### src/rtl/kcm_pkg.sv
`timescale 1ns / 1ps
package kcm_pkg;

    localparam int MAX_SAMPLES_DEF = 4096;
    localparam int SAMPLE_BITS_DEF = 16;
    localparam int FRAC_BITS_DEF   = 8;

    localparam int NFEAT   = 6;
    localparam int NPAIR   = 21;
    localparam int NSLOT   = NFEAT + NPAIR;
    localparam int SLOT_AW = 5;
    localparam int IDX_W   = 3;
    localparam int IN_W    = 16;
    localparam int COV_W   = 48;
    localparam int DIG_W   = 16;

    localparam logic [1:0] STAT_OK   = 2'd0;
    localparam logic [1:0] STAT_FEW  = 2'd1;
    localparam logic [1:0] STAT_DROP = 2'd2;

    localparam logic [IDX_W-1:0] LAST_IDX = IDX_W'(NFEAT - 1);

    // Feature pair of each cross-sum slot
    localparam logic [IDX_W-1:0] PAIR_ROW [NPAIR] = '{
        3'd0, 3'd0, 3'd0, 3'd0, 3'd0, 3'd0, 3'd1, 3'd1, 3'd1, 3'd1, 3'd1,
        3'd2, 3'd2, 3'd2, 3'd2, 3'd3, 3'd3, 3'd3, 3'd4, 3'd4, 3'd5};
    localparam logic [IDX_W-1:0] PAIR_COL [NPAIR] = '{
        3'd0, 3'd1, 3'd2, 3'd3, 3'd4, 3'd5, 3'd1, 3'd2, 3'd3, 3'd4, 3'd5,
        3'd2, 3'd3, 3'd4, 3'd5, 3'd3, 3'd4, 3'd5, 3'd4, 3'd5, 3'd5};

    // Cross-sum slot of each matrix entry
    localparam logic [SLOT_AW-1:0] PAIR_SLOT [NFEAT][NFEAT] = '{
        '{5'd0,  5'd1,  5'd2,  5'd3,  5'd4,  5'd5},
        '{5'd1,  5'd6,  5'd7,  5'd8,  5'd9,  5'd10},
        '{5'd2,  5'd7,  5'd11, 5'd12, 5'd13, 5'd14},
        '{5'd3,  5'd8,  5'd12, 5'd15, 5'd16, 5'd17},
        '{5'd4,  5'd9,  5'd13, 5'd16, 5'd18, 5'd19},
        '{5'd5,  5'd10, 5'd14, 5'd17, 5'd19, 5'd20}};

    typedef enum logic [3:0] {
        ST_IDLE,
        ST_ACC,
        ST_ACC_END,
        ST_ENTRY,
        ST_RD_I,
        ST_RD_J,
        ST_RD_P,
        ST_LOAD,
        ST_MUL,
        ST_MUL_WAIT,
        ST_DIV,
        ST_DIV_WAIT,
        ST_OUT
    } t_state;

endpackage

### src/rtl/kcm_mul.sv
`timescale 1ns / 1ps
module kcm_mul #(
    parameter int AW = 32,
    parameter int BW = 32
) (
    input  logic                   i_clk,
    input  logic                   i_rst_n,
    input  logic                   i_start,
    input  logic signed [AW-1:0]   i_a,
    input  logic signed [BW-1:0]   i_b,
    output logic signed [AW+BW-1:0] o_prod,
    output logic                   o_done
);
    import kcm_pkg::*;

    localparam int PW    = AW + BW;
    localparam int NSTEP = (BW + DIG_W - 1) / DIG_W;
    localparam int UBW   = NSTEP * DIG_W;
    localparam int CNT_W = $clog2(NSTEP + 1);

    logic [AW-1:0]       a_mag;
    logic [BW-1:0]       b_mag;
    logic [PW+DIG_W-1:0] step_prod;
    logic [PW-1:0]       r_ua;
    logic [UBW-1:0]      r_ub;
    logic [PW-1:0]       r_acc;
    logic                r_neg;
    logic                r_busy;
    logic                r_done;
    logic [CNT_W-1:0]    r_cnt;

    // Take magnitudes, multiply one digit of b per cycle
    assign a_mag     = i_a[AW-1] ? (~i_a + AW'(1)) : i_a;
    assign b_mag     = i_b[BW-1] ? (~i_b + BW'(1)) : i_b;
    assign step_prod = r_ua * r_ub[DIG_W-1:0];

    // Sequence the digit steps
    always_ff @(posedge i_clk) begin
        if (!i_rst_n) begin
            r_busy <= 1'b0;
            r_done <= 1'b0;
            r_cnt  <= '0;
        end else if (i_start) begin
            r_busy <= 1'b1;
            r_done <= 1'b0;
            r_cnt  <= '0;
        end else if (r_busy) begin
            r_cnt <= r_cnt + CNT_W'(1);
            if (r_cnt == CNT_W'(NSTEP - 1)) begin
                r_busy <= 1'b0;
                r_done <= 1'b1;
            end
        end
    end

    // Shift operands and accumulate partial products
    always_ff @(posedge i_clk) begin
        if (i_start) begin
            r_ua  <= PW'(a_mag);
            r_ub  <= UBW'(b_mag);
            r_acc <= '0;
            r_neg <= i_a[AW-1] ^ i_b[BW-1];
        end else if (r_busy) begin
            r_ua  <= r_ua << DIG_W;
            r_ub  <= r_ub >> DIG_W;
            r_acc <= r_acc + step_prod[PW-1:0];
        end
    end

    assign o_prod = r_neg ? (~r_acc + PW'(1)) : r_acc;
    assign o_done = r_done;

endmodule

### config.mk
export PLATFORM = sky130hd
export DESIGN_NAME = kcm_mul
export DESIGN_NICKNAME = d
export VERILOG_FILES = /design/src/rtl/kcm_pkg.sv /design/src/rtl/kcm_mul.sv
export SDC_FILE = /design/constraint.sdc
export NUM_CORES = 2
export LEC_CHECK = 0
export BUFFER_PORTS_ARGS = -buffer_cell sky130_fd_sc_hd__buf_4
export CORE_AREA = 2 2 175 348
export CTS_BUF_LIST = sky130_fd_sc_hd__clkbuf_16
export CTS_CLUSTER_DIAMETER = 60
export DETAILED_ROUTE_END_ITERATION = 7
export DIE_AREA = 0 0 177 350
export PLACE_DENSITY = 0.9
export SYNTH_ARGS = -nofsm -noshare
export SYNTH_HDL_FRONTEND = slang
export SYNTH_SLANG_ARGS = --single-unit
### constraint.sdc
create_clock -name i_clk -period 7.8 [get_ports i_clk]
set_input_delay 1.17 -clock i_clk [delete_from_list [all_inputs] [get_ports i_clk]]
set_output_delay 1.17 -clock i_clk [all_outputs]
set_load 0.01 [all_outputs]
==> Word level (Yosys, flattened, before mapping) <==
Cells that the tools add are included.
{ "classes": {"reduce_logical": 3, "mul": 1, "n_eq_ne": 1, "shift": 0, "n_bitwise": 5, "div_mod_pow": 0, "order_cmp": 0, "add_sub_neg": 5, "n_mux": 10} }
{ "ops": {"columns": ["operator", "n"], "rows": [
  ["$mux W32", 6],
  ["$add A32 B2 Y32 const B", 2],
  ["$add A64 B1 Y64 const B", 1],
  ["$add A64 B64 Y64", 1],
  ["$mul A64 B16 Y64", 1],
  ["$mux W64", 1],
  ["$not A32 Y32", 2],
  ["$not A64 Y64", 1],
  ["$mux W1", 3],
  ["$add A2 B1 Y2 const B", 1],
  ["$eq A2 B1 Y1 const B", 1],
  ["$reduce_and A2 Y1", 1],
  ["$reduce_bool A2 Y1", 1],
  ["$reduce_or A2 Y1", 1],
  ["$not A1 Y1", 1],
  ["$xor A1 B1 Y1", 1]
]} }
{ "totals": {"memories": 0, "regBits": 165, "output_inout_bits": 65, "word_cells": 33, "mem_bits_rw": 0, "latchBits": 0, "romBits": 0} }

==> Longest topological paths before layout <==
{ "logic_depth": {"ltp_word": 4, "ltp_mapped": 25, "mapped_depth_nobuf": 23} }

==> Least setup slack after synthesis <==
Ideal clock, no wire load.
{ "synth_timing": {"path_kind": "flip-flop to flip-flop", "startpoint": "register r_ub[7]", "endpoint": "register r_acc[50]", "arrival_ns": 6.458, "stages_incl_launch_ff": 25, "period_less_slack_ns": 6.683, "setup_ns": 0.225, "setup_slack_ns": 1.117, "cell_sequence": "edfxtp_1 -> clkbuf_1 -> buf_1 -> nand2_1 -> fa_1 -> inv_1 -> fa_1 -> inv_1 -> fa_1 -> inv_1 -> fa_1 -> fa_1 -> inv_1 -> fa_1 -> inv_1 -> ha_1 -> nand3_1 -> a211o_1 -> a211o_1 -> a311o_1 -> a211oi_1 -> o211ai_1 -> a311oi_1 -> xnor2_1 -> o22ai_1"} }
{ "synth_via": {"elab_chain_len": 2} }
{ "synth_lines": {"columns": ["item", "line_no", "text"], "rows": [
  ["start: declaration", "kcm_mul.sv:25", "logic [UBW-1:0] r_ub;"],
  ["start signal: assignment", "kcm_mul.sv:60", "r_ub <= UBW'(b_mag);"],
  ["start signal: assignment", "kcm_mul.sv:65", "r_ub <= r_ub >> DIG_W;"],
  ["$mul A64 B16 Y64", "kcm_mul.sv:35", "assign step_prod = r_ua * r_ub[DIG_W-1:0];"],
  ["$add A64 B64 Y64", "kcm_mul.sv:66", "r_acc <= r_acc + step_prod[PW-1:0];"],
  ["end signal: assignment", "kcm_mul.sv:66", null],
  ["end: declaration", "kcm_mul.sv:26", "logic [PW-1:0] r_acc;"]
]} }
No other way between the ends.
A chain may end at the register's enable or synchronous reset.

==> Final worst setup path <==
{ "layout_timing": {"startpoint": "register r_ua[8]", "endpoint": "register r_acc[22]"} }
{ "layout_via": {"elab_chain_len": 2} }
{ "layout_lines": {"columns": ["item", "line_no", "text"], "rows": [
  ["start: declaration", "kcm_mul.sv:24", "logic [PW-1:0] r_ua;"],
  ["start signal: assignment", "kcm_mul.sv:59", "r_ua <= PW'(a_mag);"],
  ["start signal: assignment", "kcm_mul.sv:64", "r_ua <= r_ua << DIG_W;"],
  ["$mul A64 B16 Y64", "kcm_mul.sv:35", null],
  ["$add A64 B64 Y64", "kcm_mul.sv:66", null]
]} }
No other way between the ends.

==> run metrics <==
global route overflow=0; Routed WL=126600 um; Initial DRT Pass Iterations=8; MaxCap Viol Count=0; initial antenna violation count=3; Area growth syn-to-layout=7.991%; Min-Delay Path Class=flip-flop to flip-flop; vias in the first global route=between 30000 and 40000; most frequent cells in the layout=inv_1, fa_1, nand2_1, and2_1, buf_4; worst skew pair latency=0.51 ns; Max Freq=128.8 MHz; Finished Layout Cells=5231; Startpoint Class=flip-flop; synth unique cells=77; Clock transition at path regs=0.09 ns; Setup crit start=r_ua[8]; DRC=13; Cell Count Post-Placement=roughly 5200; overall routing resource usage=42.59%; Final nets=5431; Critical Path RT=8.14 ns; Mapped Nets=5362; Synth Area in Simple Gates=16.82%; pin count of the biggest net entering global routing=67; CORE AREA=0.05912 mm2; top_reg_cell synth=dfxtp_1; WP data arrival=a little over 8 ns; mux cell area share after synthesis=1.713%; Area after DPL=0.03982 mm2; vias per cell=6.289; Die H=about 350 um; DRT iter0 DRCs=3391; max-slew violations=0; Root Buffer=clkbuf_16; main combinational cell family by area after synthesis=adder cells; synthesized area=roughly 0.038 mm2; DP Worst Slack=0.06411 ns; Post-synth EDFFs=65; Worst Tran Pin Value=1.448 ns; total CTS buffers=17; crit path kind=flip-flop to flip-flop; Seq/Total Area, Yosys=approximately a tenth; CP Capture Type=flip-flop; Hold Worst Slack=0.4907 ns; top-area cell type share of the netlist area=43.31%; layout cells sized above 1=8.006%; FF+latch count, synth=between 150 and 200; Initial Util=approximately 64%; Design Area, Final=between 0.04 and 0.05 mm2; synth top area cells=fa_1, inv_1, nand2_1; num ports=132; final setup fails=0; Placer Congestion=slightly above 1; relative slew slack=3.488%; Fin. Hold Viols=0; Post-Synth XOR/XNOR Area=4.516%; status=finished, violations left; min Tclk post-route=7.765 ns; post-synth top area cell=fa_1; most common cell after layout, fill and taps aside=inv_1; failing checks=design-rule violations; total clock sinks=165; Core Rows=126; CP max FO=17; clock buffer depth=2; H-tree depth=4; die area=0.06195 mm2; Reg2Reg Depth=20; FF-to-FF Start=r_ua[8]; DRT antenna net count=0; routed via count=32897; average size of a mapped cell=between 8 and 9 um2; ys async rst share=0%; Adder-Cell Fraction of Synth Area=46.77%; fin crit share=99.56%; chip width=177 um; IO buf count=131; Hold Startpoint=r_cnt[1]; synthesis warning total=0; skew final=0.02514 ns; Post-DP HPWL=92720 um; post-layout worst setup margin=0.03468 ns; post-synthesis cell count=4377; Synth Area in Compound Gates=6.597%; Routed WL per cell=about 24 um; CTS tree=yes; Hold Path Stages=2; first-pass GRT wire length=193800 um
metal layers:
layer / share of wire, % / GRT usage, %
met5: 0.018 / 0
met4: 13 / 41.49
met3: 13 / 14.07
met2: 48 / 69.75
met1: 27 / 41.12
area by class of cell:
type	instances	area (um2)
Multi-Input combinational cell	2912	28790
Fill cell	4130	18490
Inverter	1062	3988
Sequential cell	165	3958
Timing Repair Buffer	288	2316
Tap cell	768	960.9
Clock buffer	17	425.4
Clock inverter	15	185.2
Antenna cell	4	10.01
cells in the mapped netlist, types with 4 or more instances:
| library cell | instances |
|---|---|
| o21a_1 | 11 |
| or2_2 | 5 |
| xnor2_1 | 141 |
| clkbuf_1 | 221 |
| o32ai_1 | 5 |
| xor2_1 | 53 |
| nand3_1 | 24 |
| o22ai_1 | 14 |
| o21bai_1 | 10 |
| o31ai_1 | 30 |
| ha_1 | 104 |
| o41ai_1 | 14 |
| nand4b_1 | 4 |
| dfxtp_1 | 100 |
| and3_1 | 8 |
| edfxtp_1 | 65 |
| and2_1 | 288 |
| buf_1 | 11 |
| fa_1 | 814 |
| a31oi_1 | 8 |
| inv_1 | 1062 |
| a211o_1 | 6 |
| o211ai_1 | 8 |
| a211oi_1 | 15 |
| o21ai_0 | 73 |
| a21oi_1 | 111 |
| a221oi_1 | 4 |
| nand2b_1 | 10 |
| nor2_1 | 148 |
| nor4_1 | 11 |
| a21o_1 | 39 |
| nand3b_1 | 8 |
| mux2i_1 | 61 |
| nor2b_1 | 12 |
| or4_1 | 13 |
| nor3_1 | 26 |
| nand4_1 | 25 |
| a41oi_1 | 5 |
| nand2_1 | 740 |
| or3_1 | 13 |
kinds of logic (layout without fill, tap and decap cells):
family | after synthesis | in the layout
flip-flops | 165 | 165
adder cells (fa/ha/maj) | 918 | 918
buffers and inverters | 1300 | 1382
AND/OR/NAND/NOR | 1357 | 1357
other | 0 | 4
AO/OA/AOI/OAI | 379 | 379
XOR/XNOR | 194 | 194
multiplexers | 64 | 64
worst max-delay path: stages, from the launching register on:
cell and delay (ns):
edfxtp_1 1.02, nand2_1 0.22, fa_1 0.54, fa_1 0.48, fa_1 0.53, fa_1 0.57, inv_1 0.06, fa_1 0.50
inv_1 0.06, fa_1 0.48, inv_1 0.04, ha_1 0.36, a211oi_1 0.22, o21ai_0 0.20, a22oi_1 0.43, a311oi_1 0.21
o21ai_0 0.98, nand2b_1 0.20, xor2_1 0.21, mux2i_1 0.19, nor2_1 0.08
metrics by stage:
stage               util (%)   TNS, ns
finish                 68.73         0
global route           68.71  -0.03012
CTS                    68.39         0
detailed placement     67.36         0
global placement       67.36         0
floorplan                  -         0
flip-flops by register name (all words and copies together), names as in the netlist:
name	cells
r_acc	64
r_ua	64
r_ub	32
r_cnt	2
o_done	1
r_busy	1
r_neg	1
worst paths after layout:
kind,end,slack (ns)
worst max register to register,r_acc[22],0.03
worst min-delay path,r_cnt[1],0.49
worst max-delay path,r_acc[22],0.03
worst min register to register,r_cnt[1],0.49
repair_timing:
| item | 4_1_cts | 5_1_grt |
|---|---|---|
| setup buffers | 0 | 17 |
| gates resized for setup | 0 | 7 |
| endpoints found under the setup margin | 0 | 18 |
| hold buffers | 0 | 0 |
Power is not shown: default switching activity piles up to over one toggle a cycle in this logic, so the estimate is an artifact.
