## src/rtl/kcm_pkg.sv

```systemverilog
`timescale 1ns / 1ps
package kcm_pkg;

    localparam int MAX_SAMPLES_DEF = 4096;
    localparam int SAMPLE_BITS_DEF = 16;
    localparam int FRAC_BITS_DEF   = 8;

    localparam int NFEAT   = 6;
    localparam int NPAIR   = 21;
    localparam int NSLOT   = NFEAT + NPAIR;
    localparam int SLOT_AW = 5;
    localparam int IDX_W   = 3;
    localparam int IN_W    = 16;
    localparam int COV_W   = 48;
    localparam int DIG_W   = 16;

    localparam logic [1:0] STAT_OK   = 2'd0;
    localparam logic [1:0] STAT_FEW  = 2'd1;
    localparam logic [1:0] STAT_DROP = 2'd2;

    localparam logic [IDX_W-1:0] LAST_IDX = IDX_W'(NFEAT - 1);

    // Feature pair of each cross-sum slot
    localparam logic [IDX_W-1:0] PAIR_ROW [NPAIR] = '{
        3'd0, 3'd0, 3'd0, 3'd0, 3'd0, 3'd0, 3'd1, 3'd1, 3'd1, 3'd1, 3'd1,
        3'd2, 3'd2, 3'd2, 3'd2, 3'd3, 3'd3, 3'd3, 3'd4, 3'd4, 3'd5};
    localparam logic [IDX_W-1:0] PAIR_COL [NPAIR] = '{
        3'd0, 3'd1, 3'd2, 3'd3, 3'd4, 3'd5, 3'd1, 3'd2, 3'd3, 3'd4, 3'd5,
        3'd2, 3'd3, 3'd4, 3'd5, 3'd3, 3'd4, 3'd5, 3'd4, 3'd5, 3'd5};

    // Cross-sum slot of each matrix entry
    localparam logic [SLOT_AW-1:0] PAIR_SLOT [NFEAT][NFEAT] = '{
        '{5'd0,  5'd1,  5'd2,  5'd3,  5'd4,  5'd5},
        '{5'd1,  5'd6,  5'd7,  5'd8,  5'd9,  5'd10},
        '{5'd2,  5'd7,  5'd11, 5'd12, 5'd13, 5'd14},
        '{5'd3,  5'd8,  5'd12, 5'd15, 5'd16, 5'd17},
        '{5'd4,  5'd9,  5'd13, 5'd16, 5'd18, 5'd19},
        '{5'd5,  5'd10, 5'd14, 5'd17, 5'd19, 5'd20}};

    typedef enum logic [3:0] {
        ST_IDLE,
        ST_ACC,
        ST_ACC_END,
        ST_ENTRY,
        ST_RD_I,
        ST_RD_J,
        ST_RD_P,
        ST_LOAD,
        ST_MUL,
        ST_MUL_WAIT,
        ST_DIV,
        ST_DIV_WAIT,
        ST_OUT
    } t_state;

endpackage

```

## src/rtl/kcm_div.sv

```systemverilog
`timescale 1ns / 1ps
module kcm_div #(
    parameter int NW        = 64,
    parameter int DW        = 26,
    parameter int FRAC_BITS = 8
) (
    input  logic                        i_clk,
    input  logic                        i_rst_n,
    input  logic                        i_start,
    input  logic signed [NW-1:0]        i_num,
    input  logic [DW-1:0]               i_den,
    output logic signed [kcm_pkg::COV_W-1:0] o_q,
    output logic                        o_done
);
    import kcm_pkg::*;

    localparam int QW    = COV_W;
    localparam int SH    = COV_W - FRAC_BITS;
    localparam int LW0   = (NW > DW) ? NW : DW;
    localparam int LW    = (LW0 > QW) ? LW0 : QW;
    localparam int CNT_W = $clog2(QW + 1);

    logic [NW-1:0]    mag;
    logic [LW-1:0]    mag_l;
    logic [LW-1:0]    mag_hi;
    logic [DW:0]      trial;
    logic             fits;
    logic [QW:0]      q_mag;
    logic [QW:0]      q_pos;
    logic [QW:0]      q_neg;
    logic [QW:0]      q_neg_n;
    logic [DW-1:0]    r_den;
    logic [DW-1:0]    r_rem;
    logic [QW-1:0]    r_dvd;
    logic [QW-1:0]    r_q;
    logic             r_neg;
    logic             r_sat;
    logic             r_busy;
    logic             r_done;
    logic [CNT_W-1:0] r_cnt;

    // Split the scaled magnitude into the leading remainder and the bits to shift in
    assign mag    = i_num[NW-1] ? (~i_num + NW'(1)) : i_num;
    assign mag_l  = LW'(mag);
    assign mag_hi = mag_l >> SH;

    // One restoring step per cycle
    assign trial = {r_rem, r_dvd[QW-1]};
    assign fits  = trial >= {1'b0, r_den};

    always_ff @(posedge i_clk) begin
        if (!i_rst_n) begin
            r_busy <= 1'b0;
            r_done <= 1'b0;
            r_cnt  <= '0;
        end else if (i_start) begin
            r_busy <= 1'b1;
            r_done <= 1'b0;
            r_cnt  <= '0;
        end else if (r_busy) begin
            r_cnt <= r_cnt + CNT_W'(1);
            if (r_cnt == CNT_W'(QW - 1)) begin
                r_busy <= 1'b0;
                r_done <= 1'b1;
            end
        end
    end

    always_ff @(posedge i_clk) begin
        if (i_start) begin
            r_den <= i_den;
            r_neg <= i_num[NW-1];
            r_sat <= mag_hi >= LW'(i_den);
            r_rem <= DW'(mag_hi);
            r_dvd <= QW'(mag_l << FRAC_BITS);
            r_q   <= '0;
        end else if (r_busy) begin
            r_rem <= fits ? DW'(trial - {1'b0, r_den}) : DW'(trial);
            r_dvd <= r_dvd << 1;
            r_q   <= {r_q[QW-2:0], fits};
        end
    end

    // Clamp to the signed output range
    assign q_mag   = r_sat ? ((QW+1)'(1) << QW) : {1'b0, r_q};
    assign q_pos   = (q_mag > (((QW+1)'(1) << (QW-1)) - (QW+1)'(1)))
                   ? (((QW+1)'(1) << (QW-1)) - (QW+1)'(1)) : q_mag;
    assign q_neg   = (q_mag > ((QW+1)'(1) << (QW-1))) ? ((QW+1)'(1) << (QW-1)) : q_mag;
    assign q_neg_n = ~q_neg + (QW+1)'(1);
    assign o_q     = r_neg ? q_neg_n[QW-1:0] : q_pos[QW-1:0];
    assign o_done  = r_done;

endmodule

```

## config.mk

```make
export PLATFORM = sky130hd
export DESIGN_NAME = kcm_div
export DESIGN_NICKNAME = d
export VERILOG_FILES = /design/src/rtl/kcm_pkg.sv /design/src/rtl/kcm_div.sv
export SDC_FILE = /design/constraint.sdc
export NUM_CORES = 1
export LEC_CHECK = 0
export BUFFER_PORTS_ARGS = -buffer_cell sky130_fd_sc_hd__buf_2
export CORE_UTILIZATION = 45
export DETAILED_ROUTE_END_ITERATION = 7
export PLACE_DENSITY = 0.65
export SYNTH_ARGS = -nofsm -noshare
export SYNTH_HDL_FRONTEND = slang
export SYNTH_SLANG_ARGS = --single-unit
```

## constraint.sdc

```tcl
create_clock -name i_clk -period 4.74 [get_ports i_clk]
set_input_delay 0.711 -clock i_clk [delete_from_list [all_inputs] [get_ports i_clk]]
set_output_delay 0.711 -clock i_clk [all_outputs]
set_load 0.03 [all_outputs]
```

-- Word level (Yosys, flattened, before mapping)
Index checks and enable logic that the tools add are counted.
- register bits after elaboration: 150
- input port bits: 93
- output and inout port bits: 49
- logic and storage cells: 38
- $add $sub $neg: 4
- order comparisons: 4
- eq/ne operators: 1
- multiplexer cells: 13
- bitwise operators: 3
- reduce and logical (&&, ||, !) cells: 3
- operator list (cell ; number):
    two-way mux 48 bit ; 5
    adder 64 x 2 -> 64 bit (second input constant) ; 1
    two-way mux 64 bit ; 1
    NOT 64 bit ; 1
    > comparator 49 x 47 -> 1 bit (second input constant) ; 1
    > comparator 49 x 48 -> 1 bit (second input constant) ; 1
    two-way mux 49 bit ; 1
    adder 48 x 1 -> 48 bit (second input constant) ; 1
    two-way mux 24 bit ; 2
    NOT 48 bit ; 1
    greater-or-equal comparator 27 x 26 -> 1 bit ; 1
    greater-or-equal comparator 24 x 26 -> 1 bit ; 1
    two-way mux 26 bit ; 1
    subtractor 26 bit ; 1
    adder 6 x 1 -> 6 bit (second input constant) ; 1
    == test 6 bit (second input constant) ; 1
    two-way mux 1 bit ; 3
    AND reduction 2 bit ; 1
    nonzero test 2 bit ; 1
    OR reduction 2 bit ; 1
    NOT 1 bit ; 1

-- Logic depth before layout (Yosys ltp)
Gate-level depths: netlist of run 1.
- depth in word-level cells: 6
- mapped depth: 17
- gate-level depth less buffers: 17

-- Least setup slack after synthesis of run 1
Ideal clock, no wire load.
- kind: register to output
- start: reg r_sat
- end: out o_q[44] (netlist bit)
- arrival: 3.860 ns
- required time: 4.029 ns
- setup slack: 0.169 ns
- stages on the path, launching flop included: 14
- path buffers: 3
- path through: edfxtp_1 > clkbuf_1 > or3_1 > or3_1 > nor4_1 > a21boi_2 > nor2_2 > clkbuf_1 > nand2_1 > ha_1 > buf_2 > o31a_2 > nor3b_1 > o41ai_1
- cells in the longest elaborated chain, start to end: 6
- elaborated cells between the ends (all ways): 8
- RTL lines (what ; line ; RTL):
    from (decl) ; kcm_div.sv:37 ; logic r_sat;
    from (signal assigned) ; kcm_div.sv:73 ; r_sat <= mag_hi >= LW'(i_den);
    two-way mux 49 bit * ; kcm_div.sv:85 ; assign q_mag = r_sat ? ((QW+1)'(1) << QW) : {1'b0, r_q};
    > comparator 49 x 48 -> 1 bit ; kcm_div.sv:88 ; assign q_neg = (q_mag > ((QW+1)'(1) << (QW-1))) ? ((QW+1)'(1) << (QW-1)) : q_mag;
    two-way mux 48 bit ; kcm_div.sv:88 ;
    NOT 48 bit ; kcm_div.sv:89 ; assign q_neg_n = ~q_neg + (QW+1)'(1);
    adder 48 x 1 -> 48 bit ; kcm_div.sv:89 ;
    two-way mux 48 bit * ; kcm_div.sv:90 ; assign o_q = r_neg ? q_neg_n[QW-1:0] : q_pos[QW-1:0];
    to (decl) ; kcm_div.sv:12 ; output logic signed [kcm_pkg::COV_W-1:0] o_q,
Mark *: on every way between the ends. The rest lies on a longest branch, timed or not.

-- Final worst setup path of run 1
- start: reg r_q[15]
- end: out o_q[15] (netlist bit)
- cells in the longest elaborated chain, start to end: 6
- elaborated cells between the ends (all ways): 8
- RTL lines (what ; line ; RTL):
    from (decl) ; kcm_div.sv:35 ; logic [QW-1:0] r_q;
    from (signal assigned) ; kcm_div.sv:80 ; r_q <= {r_q[QW-2:0], fits};
    two-way mux 49 bit * ; kcm_div.sv:85 ;
    > comparator 49 x 48 -> 1 bit ; kcm_div.sv:88 ;
    two-way mux 48 bit ; kcm_div.sv:88 ;
    NOT 48 bit ; kcm_div.sv:89 ;
    adder 48 x 1 -> 48 bit ; kcm_div.sv:89 ;
    two-way mux 48 bit * ; kcm_div.sv:90 ;
Marks and branches as above.

==> results.toml, run 1 <==
[floorplanning]
row_count = 57
core_mm2 = 0.0243
io_pins = 142
die_area_mm2 = 0.0254
start_util_pct = 45.9
die_h_um = 159
die_w_um = 159

[route]
drtAntennaViolNets = 0
firstDrtPassIters = 5
vias = 10300
drt_iter0_drc = 789
wl_mm = 32.3
post-route-drc-count = 0
viasPerCell = 5.87
wire_per_inst_um = 18.4

[yosys]
synth_seq_cells = 150
synth_cell_types = 87
synthArstFlopShare_pct = 0
ys_top_cells_by_area = "edfxtp_1 (25%), dfxtp_1 (10%), nor2_1 (6.3%), ha_1 (5.9%), a21oi_1 (4.8%)"
ys_seq_area_share_pct = 35.2
synth_warnings = 0
synthFlopType = "edfxtp_1"
avgSynthCellArea_um2 = 8.57
synth_nets = 1448
synth_edf_count = 92
syn-instance-count = 1301
yosysTopAreaCell = "edfxtp_1"
netlist_area_mm2 = 0.0112
synth_top_area_share_pct = 24.8

[global_routing]
grt_remaining_overflow = 0
grt_max_degree = 94
grt_pass1_vias = 9681
grt_pass1_wl_mm = 51.8
antenna_found_initial = 2
grt_use_total_pct = 25.5

[timing]
drv_slew = 0
fin_worst_skew_ns = 0.0126
max_freq_mhz = 217
final-hold-violation-count = 0
slew_headroom_pct = 24.6
setup_viol = 0
rsz0062_at_grt = "false"
fin_tns_setup_ns = 0
tightest_slew_ns = 1.13
finalCritPeriodShare_pct = 97.4
min_period_ns = 4.62

[worst_setup_path]
arrival_ns = 3.91
cp_max_fo = 20
timing.rr.start = "r_rem[7]"
crit_type = "register to output port"
worstPathRequired_ns = 4.03
setup.worst_path.start_class = "register"
crit_chain = "or3_1 -> or3_1 -> nor4_4 -> a21boi_4 -> nor2_2 -> buf_4 -> nand2_1 -> o311ai_0 -> buf_2"
path_buf_inv = 2
startpoint = "r_q[15]"
r2r_cells = 11
path_common_cell = "or3_1"
path_depth = 9
cp_slowest_stage_delay_ns = 0.57
slowest_stage = "o311ai_0"
cpLargestDelayFamily = "simple AND/OR/NAND/NOR gates"
endpoint_kind = "output port"

[clock_tree]
path_clk_slew_ns = 0.07
cts_max_level = 4
clock-sinks = 150
clock_latency_ns = 0.44
root_buffer = "clkbuf_16"
cts_tree = "built"
postCtsHoldBufs = 0
cts_buffers = 17
clockBufferDepth = 2

[run_status]
outcome = "finished clean"

[placement]
globalplace.congestion = 0.907
dpl.hpwl_mm = 23.8
io_buffers = 141

[power_and_ir_drop]
power.total_mw = 4.57
p_int_mw = 2.93
seqPwrFrac_pct = 35.2
swShare_pct = 35.9
powerDensity_mw_per_mm2 = 356
combPwrFrac_pct = 34.3
ir_worst_vdd_uv = 283
p_sw_mw = 1.64
p_leak_nw = 5.48
power_frac_clock_pct = 30.5

[min_path]
hold_path_depth = 1
min_from = "i_den[8]"
worstHoldPathType = "input port to register"

[cells_and_area]
fillers = 2332
final_util_pct = 52.8
syn_to_final_growth_pct = 15.1
layout-drive-gt1-share_pct = 17.5
nNetsFinal = 1565

[flow_run]
maxCapViolations = 0
==> path summary, 6_finish.rpt <==
path	slack, ns	endpoint
worst max register to register	1.10	r_rem[21]
worst max-delay path	0.12	o_q[15]
worst min-delay path	0.46	r_den[8]
worst min register to register	0.48	o_done
==> synthesized netlist by cell type, types with 18 or more instances <==
library cell / count
nand2_1: 82
nor2_1: 187
a21o_1: 18
dfxtp_1: 58
xnor2_1: 31
nand3_1: 19
mux2i_1: 54
xor2_1: 57
inv_1: 67
edfxtp_1: 92
ha_1: 53
a21oi_1: 108
nor3_1: 23
o21ai_0: 68
clkbuf_1: 54
==> cells by family after synthesis <==
logic type      share of synthesized area [%]
compound gates                           21.5
flops                                    35.2
mux                                      5.35
simple gates                             20.2
fa+ha+maj                                6.12
buf+inv                                  4.73
xor+xnor                                 6.91
==> routing by layer <==
layer  wire, um  vias to the layer above  part of all wire (%)  GRT usage (%)
li1           -                     5033                     -              -
met1      15000                     4916                    46           35.5
met2      14400                      331                    45           39.3
met3       2260                       44                   7.0           5.91
met4        603                        0                   1.9           7.39
met5          0                        -                     0              0
==> registers in the layout, summed over array words and instances, names as in the netlist <==
| name | count |
|---|---|
| r_den | 26 |
| r_sat | 1 |
| r_neg | 1 |
| r_busy | 1 |
| r_rem | 26 |
| r_dvd | 40 |
| r_q | 48 |
| o_done | 1 |
| r_cnt | 6 |
==> area by class of cell <==
class / count / area (um2) / area share (%)
multi-input combinational: 1014 / 6730 / 52.4
inverter: 67 / 251 / 1.96
sequential: 150 / 3930 / 30.6
clock inverter: 12 / 101 / 0.790
clock buffer: 20 / 489 / 3.81
timing repair buffer: 168 / 927 / 7.22
antenna: 3 / 7.51 / 0.0585
tap: 324 / 405 / 3.16
==> timing repair <==
item                       4_1_cts  5_1_grt
gates resized for setup          0        7
setup endpoints to repair        0       21
buffers inserted                 0        0
==> layout by cell type, fill, tap and decap left out, types with 17 or more instances in the layout <==
| cell type | synthesis | routed |
|---|---|---|
| nor2_1 | 187 | 187 |
| buf_2 | 5 | 140 |
| a21oi_1 | 108 | 108 |
| edfxtp_1 | 92 | 92 |
| nand2_1 | 82 | 82 |
| o21ai_0 | 68 | 68 |
| inv_1 | 67 | 67 |
| xor2_1 | 57 | 57 |
| dfxtp_1 | 58 | 57 |
| mux2i_1 | 54 | 54 |
| ha_1 | 53 | 52 |
| xnor2_1 | 31 | 31 |
| buf_4 | 0 | 26 |
| nor3_1 | 23 | 23 |
| nand3_1 | 19 | 19 |
| clkbuf_16 | 0 | 19 |
| a21o_1 | 18 | 18 |
| or3_1 | 17 | 17 |
==> power groups by stage <==
stage / registers [mW] / logic [mW] / clock network [mW]
2_1_floorplan: 1.61 / 1.14 / 0
4_1_cts: 1.61 / 1.55 / 1.41
6_report: 1.61 / 1.57 / 1.39
3_3_place_gp: 1.63 / 1.52 / 0
3_5_place_dp: 1.64 / 1.54 / 0
5_1_grt: 1.62 / 1.72 / 1.47
==> stage by stage <==
stage	hold WS (ns)	std cells	setup slack (ns)	cell area, um2
finish	0.461	1758	0.123	12800
global route	0.452	1755	0.0203	12800
CTS	0.446	1755	0.0663	12800
detailed placement	0.465	1723	0.0819	12200
global placement	0.454	1723	0.148	12200
floorplan	0.458	1301	0.169	11200
==> worst reg2reg max path, stage by stage (launching register included) <==
cell	delay, ns
edfxtp_1	0.41
ha_1	0.39
a21oi_1	0.15
o21ai_0	0.20
a221o_1	0.43
nor2_1	0.39
a31oi_1	0.16
buf_4	0.20
a21o_1	0.34
buf_4	0.25
and2_1	0.17
a221o_1	0.31
Note: power is estimated with default switching activity, not from simulation.
==> run 2, diff against run 1 <==
Settings changed: CORE_MARGIN set to 1, PLACE_DENSITY 0.65 to unset.
==> run 2 against run 1 <==
Effect of this change:
- clock skew increased by 0.0060 ns
- critical endpoint is now o_q[36]
- sequential power about the same
- sequential share of layout area down 0.072 points
- routed wire length rose by 0.40%
- highest routed layer unchanged
- count of clock-buffer cells in the layout is 3 lower
==> results.toml, run 2 (synthesis results as in run 1) <==
[timing]
final-hold-violation-count = 0
hold_slack_ns = 0.457
slew_headroom_pct = 26.3
finalCritPeriodShare_pct = 96.9
max_freq_mhz = 218
setup_slack_ns = 0.149
tightest_slew_ns = 1.10
setup_viol = 0
fin_worst_skew_ns = 0.0186
drv_slew = 0
min_period_ns = 4.59

[global_routing]
grt_pass1_wl_mm = 52.1
grt_pass1_vias = 9684
grt_use_total_pct = 25.5
grt_max_degree = 98
grt_remaining_overflow = 0
antenna_found_initial = 0

[route]
firstDrtPassIters = 5
drtAntennaViolNets = 0
wire_per_inst_um = 18.5
post-route-drc-count = 0
viasPerCell = 5.91
wl_mm = 32.4
drt_iter0_drc = 1023
vias = 10400

[clock_tree]
postCtsHoldBufs = 0
cts_buffers = 17
cts_max_level = 4
postCtsSetupBuffers = 0
clock-sinks = 150
cts_tree = "built"
path_clk_slew_ns = 0.08
clockBufferDepth = 2
clock_latency_ns = 0.44
root_buffer = "clkbuf_16"

[worst_setup_path]
crit_end = "o_q[36]"
worstPathRequired_ns = 4.03
cp_max_fo = 11
arrival_ns = 3.88
startpoint = "r_q[8]"
r2r_cells = 11
setup.worst_path.start_class = "register"
reg2reg_to = "r_rem[17]"
r2r_slack_ns = 1.09
timing.rr.start = "r_rem[2]"
endpoint_kind = "output port"
crit_type = "register to output port"

[cells_and_area]
reg_top3 = "r_q (48), r_dvd (40)"
antenna_cells = 0
final_cell_mix = "nor2_1 (187), buf_2 (139), a21oi_1 (108)"
largest_register = "r_q"
layout_commonest_cell = "nor2_1"
final_util_pct = 52.9
instances_no_fill = 1757
regArea_mm2 = 0.00393
multiInputGateArea_mm2 = 0.00675
final_cell_area_mm2 = 0.0129
layout-drive-gt1-share_pct = 17.9
fillers = 2337
largest_register_ffs = 48
nNetsFinal = 1567
syn_to_final_growth_pct = 15.4

[run_status]
outcome = "finished clean"

[placement]
dpl.hpwl_mm = 23.7
place_ws_ns = 0.125
placed_cells = 1725
dpl-instance-area_mm2 = 0.0122
io_buffers = 141
globalplace.congestion = 0.879

[power_and_ir_drop]
ir_worst_vdd_uv = 228
powerDensity_mw_per_mm2 = 360
p_leak_nw = 5.50

[min_path]
worstHoldPathType = "input port to register"

[floorplanning]
io_pins = 142
row_count = 57
die_w_um = 159
start_util_pct = 45.9
die_h_um = 159
core_mm2 = 0.0243
die_area_mm2 = 0.0254

[flow_run]
maxCapViolations = 0
-- run 2: changes by cell type in the layout (fill, tap and decap cells not counted), sizes merged --
cell | previous run | this run
clkbuf | 20 | 17
bufinv | 0 | 2
inv | 75 | 76
diode | 3 | 0
buf | 168 | 170
-- run 2: power breakdown --
group          internal [mW]  leakage [nW]  switching (mW)
logic                  0.622          3.82           0.963
registers               1.54          1.38          0.0579
clock network          0.802         0.299           0.642
-- run 2: worst min path at each step --
stage,slack (ns),start,end,cells past startpoint
2_1_floorplan,0.46,r_cnt[5],r_cnt[5],2
3_3_place_gp,0.45,o_done,o_done,2
3_5_place_dp,0.46,o_done,o_done,2
4_1_cts,0.45,i_den[3],r_den[3],1
5_1_grt,0.44,i_den[3],r_den[3],1
6_report,0.46,i_den[3],r_den[3],1
-- run 2: final cells by class --
cell class / instances / share of cell area, %
tap: 324 / 3.15
clock inverter: 15 / 1.42
sequential: 150 / 30.5
clock buffer: 17 / 3.30
timing repair buffer: 170 / 7.24
multi-input combinational: 1014 / 52.4
inverter: 67 / 1.95
-- run 2: critical path: stages (launching register included) --
cell and delay [ns]:
dfxtp_1 0.42, or3_1 0.52, or4b_1 0.63, or3_1 0.46, nor4_1 0.29, o31a_2 0.27
o211ai_1 0.13, nand4_1 0.12, nor3b_1 0.34, buf_2 0.27
-- run 2: what timing repair did --
action | CTS | global route
setup endpoints to repair | 0 | 19
endpoints found under the hold margin | 0 | 0
gates resized for setup | 0 | 10
-- run 2: metal layers --
| layer | GRT usage (%) | wire [um] | up-vias | part of all wire (%) |
|---|---|---|---|---|
| met5 | 0 | 0 | - | 0 |
| met4 | 8.44 | 805 | 0 | 2.5 |
| met3 | 4.82 | 2160 | 47 | 6.7 |
| met2 | 39.7 | 14400 | 368 | 45 |
| met1 | 35.5 | 15000 | 4931 | 46 |
| li1 | - | - | 5030 | - |
-- run 2: metrics by stage --
| stage | setup TNS (ns) | total power [mW] |
|---|---|---|
| floorplan | 0 | 2.75 |
| global placement | 0 | 3.18 |
| detailed placement | 0 | 3.18 |
| CTS | 0 | 4.64 |
| global route | -0.0169 | 4.87 |
| finish | 0 | 4.63 |
==> run 3, diff against run 2 <==
Settings changed: PLACE_DENSITY set to 0.61.
==> run 3 against run 2 <==
Effect of this change:
- count of clock-buffer cells in the layout did not move
- maximum frequency rose by 0.89%
- combinational power barely moved
- utilization fell by 0.18 points
- via count barely moved
- global-route usage fell by 0.23 points
- setup slack improved by 0.040 ns
- critical path depth rose by 3
- critical endpoint is now o_q[44]
==> results.toml, run 3 (synthesis results as in run 1) <==
[global_routing]
grt_pass1_wl_mm = 51.4
antenna_found_initial = 1
grt_max_degree = 88
grt_pass1_vias = 9594
grt_use_total_pct = 25.3
grt_remaining_overflow = 0

[placement]
io_buffers = 141
globalplace.congestion = 0.871
placed_cells = 1725
dpl-instance-area_mm2 = 0.0122
dpl.hpwl_mm = 23.5

[floorplanning]
die_w_um = 159
die_area_mm2 = 0.0254
row_count = 57
core_mm2 = 0.0243
start_util_pct = 45.9
io_pins = 142
die_h_um = 159

[timing]
drv_slew = 0
max_freq_mhz = 220
setup_viol = 0
slew_headroom_pct = 28.9
rsz0062_at_grt = "false"
min_period_ns = 4.55
fin_tns_setup_ns = 0
tightest_slew_ns = 1.06
final-hold-violation-count = 0
fin_worst_skew_ns = 0.0149
finalCritPeriodShare_pct = 96.0

[cells_and_area]
largest_register = "r_q"
instances_no_fill = 1758
final_cell_mix = "nor2_1 (187), buf_2 (140), a21oi_1 (108)"
syn_to_final_growth_pct = 15.0
reg_top3 = "r_q (48), r_dvd (40)"
final_util_pct = 52.8
layout_commonest_cell = "nor2_1"
final_cell_area_mm2 = 0.0128
nNetsFinal = 1567
layout-drive-gt1-share_pct = 17.4
largest_register_ffs = 48

[clock_tree]
clock-sinks = 150
cts_tree = "built"
cts_max_level = 4
cts_resized = 0
postCtsHoldBufs = 0
postCtsSetupBuffers = 0
path_clk_slew_ns = 0.08
cts_buffers = 17
clockBufferDepth = 2
root_buffer = "clkbuf_16"
clock_latency_ns = 0.44

[worst_setup_path]
endpoint_kind = "output port"
arrival_ns = 3.84
timing.rr.start = "r_rem[7]"
reg2reg_to = "r_rem[21]"
crit_type = "register to output port"
cp_max_fo = 9
r2r_slack_ns = 1.21
r2r_cells = 11
worstPathRequired_ns = 4.03
setup.worst_path.start_class = "register"

[min_path]
worstHoldEndpoint = "r_den[8]"
min_from = "i_den[8]"
hold_path_depth = 1
worstHoldPathType = "input port to register"

[route]
post-route-drc-count = 0
drtAntennaViolNets = 0
wl_mm = 31.9
drt_iter0_drc = 994
wl_met3_mm = 2.16
wl_met1_mm = 14.8
firstDrtPassIters = 5
viasPerCell = 5.90
top_layer_used = "met4"
wire_per_inst_um = 18.1
vias = 10400
dr_wl_met2_mm = 14.3

[power_and_ir_drop]
ir_worst_vdd_uv = 188
p_leak_nw = 5.47
power.total_mw = 4.59
powerDensity_mw_per_mm2 = 357

[run_status]
outcome = "finished clean"

[flow_run]
maxCapViolations = 0
run 3: layer usage:
metal,up-vias,global-route usage (%)
li1,5045,-
met1,4888,35.3
met2,395,39.5
met3,39,4.87
met4,0,7.69
met5,-,0
run 3: area by class of cell:
cell class,instances,area [um2]
fillers,2323,11500
clock inverters,15,169
well taps,324,405
repair buffers,170,930
clock buffers,17,425
inverters,67,251
flip-flops and latches,150,3930
diodes,1,2.50
multi-input cells,1014,6720
run 3: worst max-delay path by stage:
stage,endpoint,from,slack (ns)
after floorplan,o_q[44],r_sat,0.17
final,o_q[44],r_q[15],0.19
after CTS,o_q[38],r_q[15],0.05
after detailed placement,r_sat,i_num[8],0.02
after global routing,o_q[34],r_q[15],0.02
after global placement,r_sat,i_num[8],0.15
run 3: where the power goes:
part / switching [mW] / internal [mW] / total, mW
clock: 0.621 / 0.787 / 1.41
sequential: 0.0599 / 1.54 / 1.60
combinational: 0.953 / 0.622 / 1.58
total: 1.63 / 2.95 / 4.59
run 3: critical path, cell delays in order, from the launching register on:
cell and delay [ns]:
dfxtp_1 0.37, or3_1 0.48, or3_4 0.44, nor4_4 0.30, a21boi_2 0.10, nor2_2 0.17
nand2_1 0.08, ha_1 0.32, buf_4 0.22, inv_1 0.13, nor2_1 0.12, o41ai_1 0.40
buf_2 0.26
run 3: stage by stage:
stage | worst slack [ns] | hold slack (ns)
4_1_cts | 0.0534 | 0.436
6_report | 0.189 | 0.451
5_1_grt | 0.0220 | 0.443
3_3_place_gp | 0.145 | 0.455
3_5_place_dp | 0.0229 | 0.468
2_1_floorplan | 0.169 | 0.458
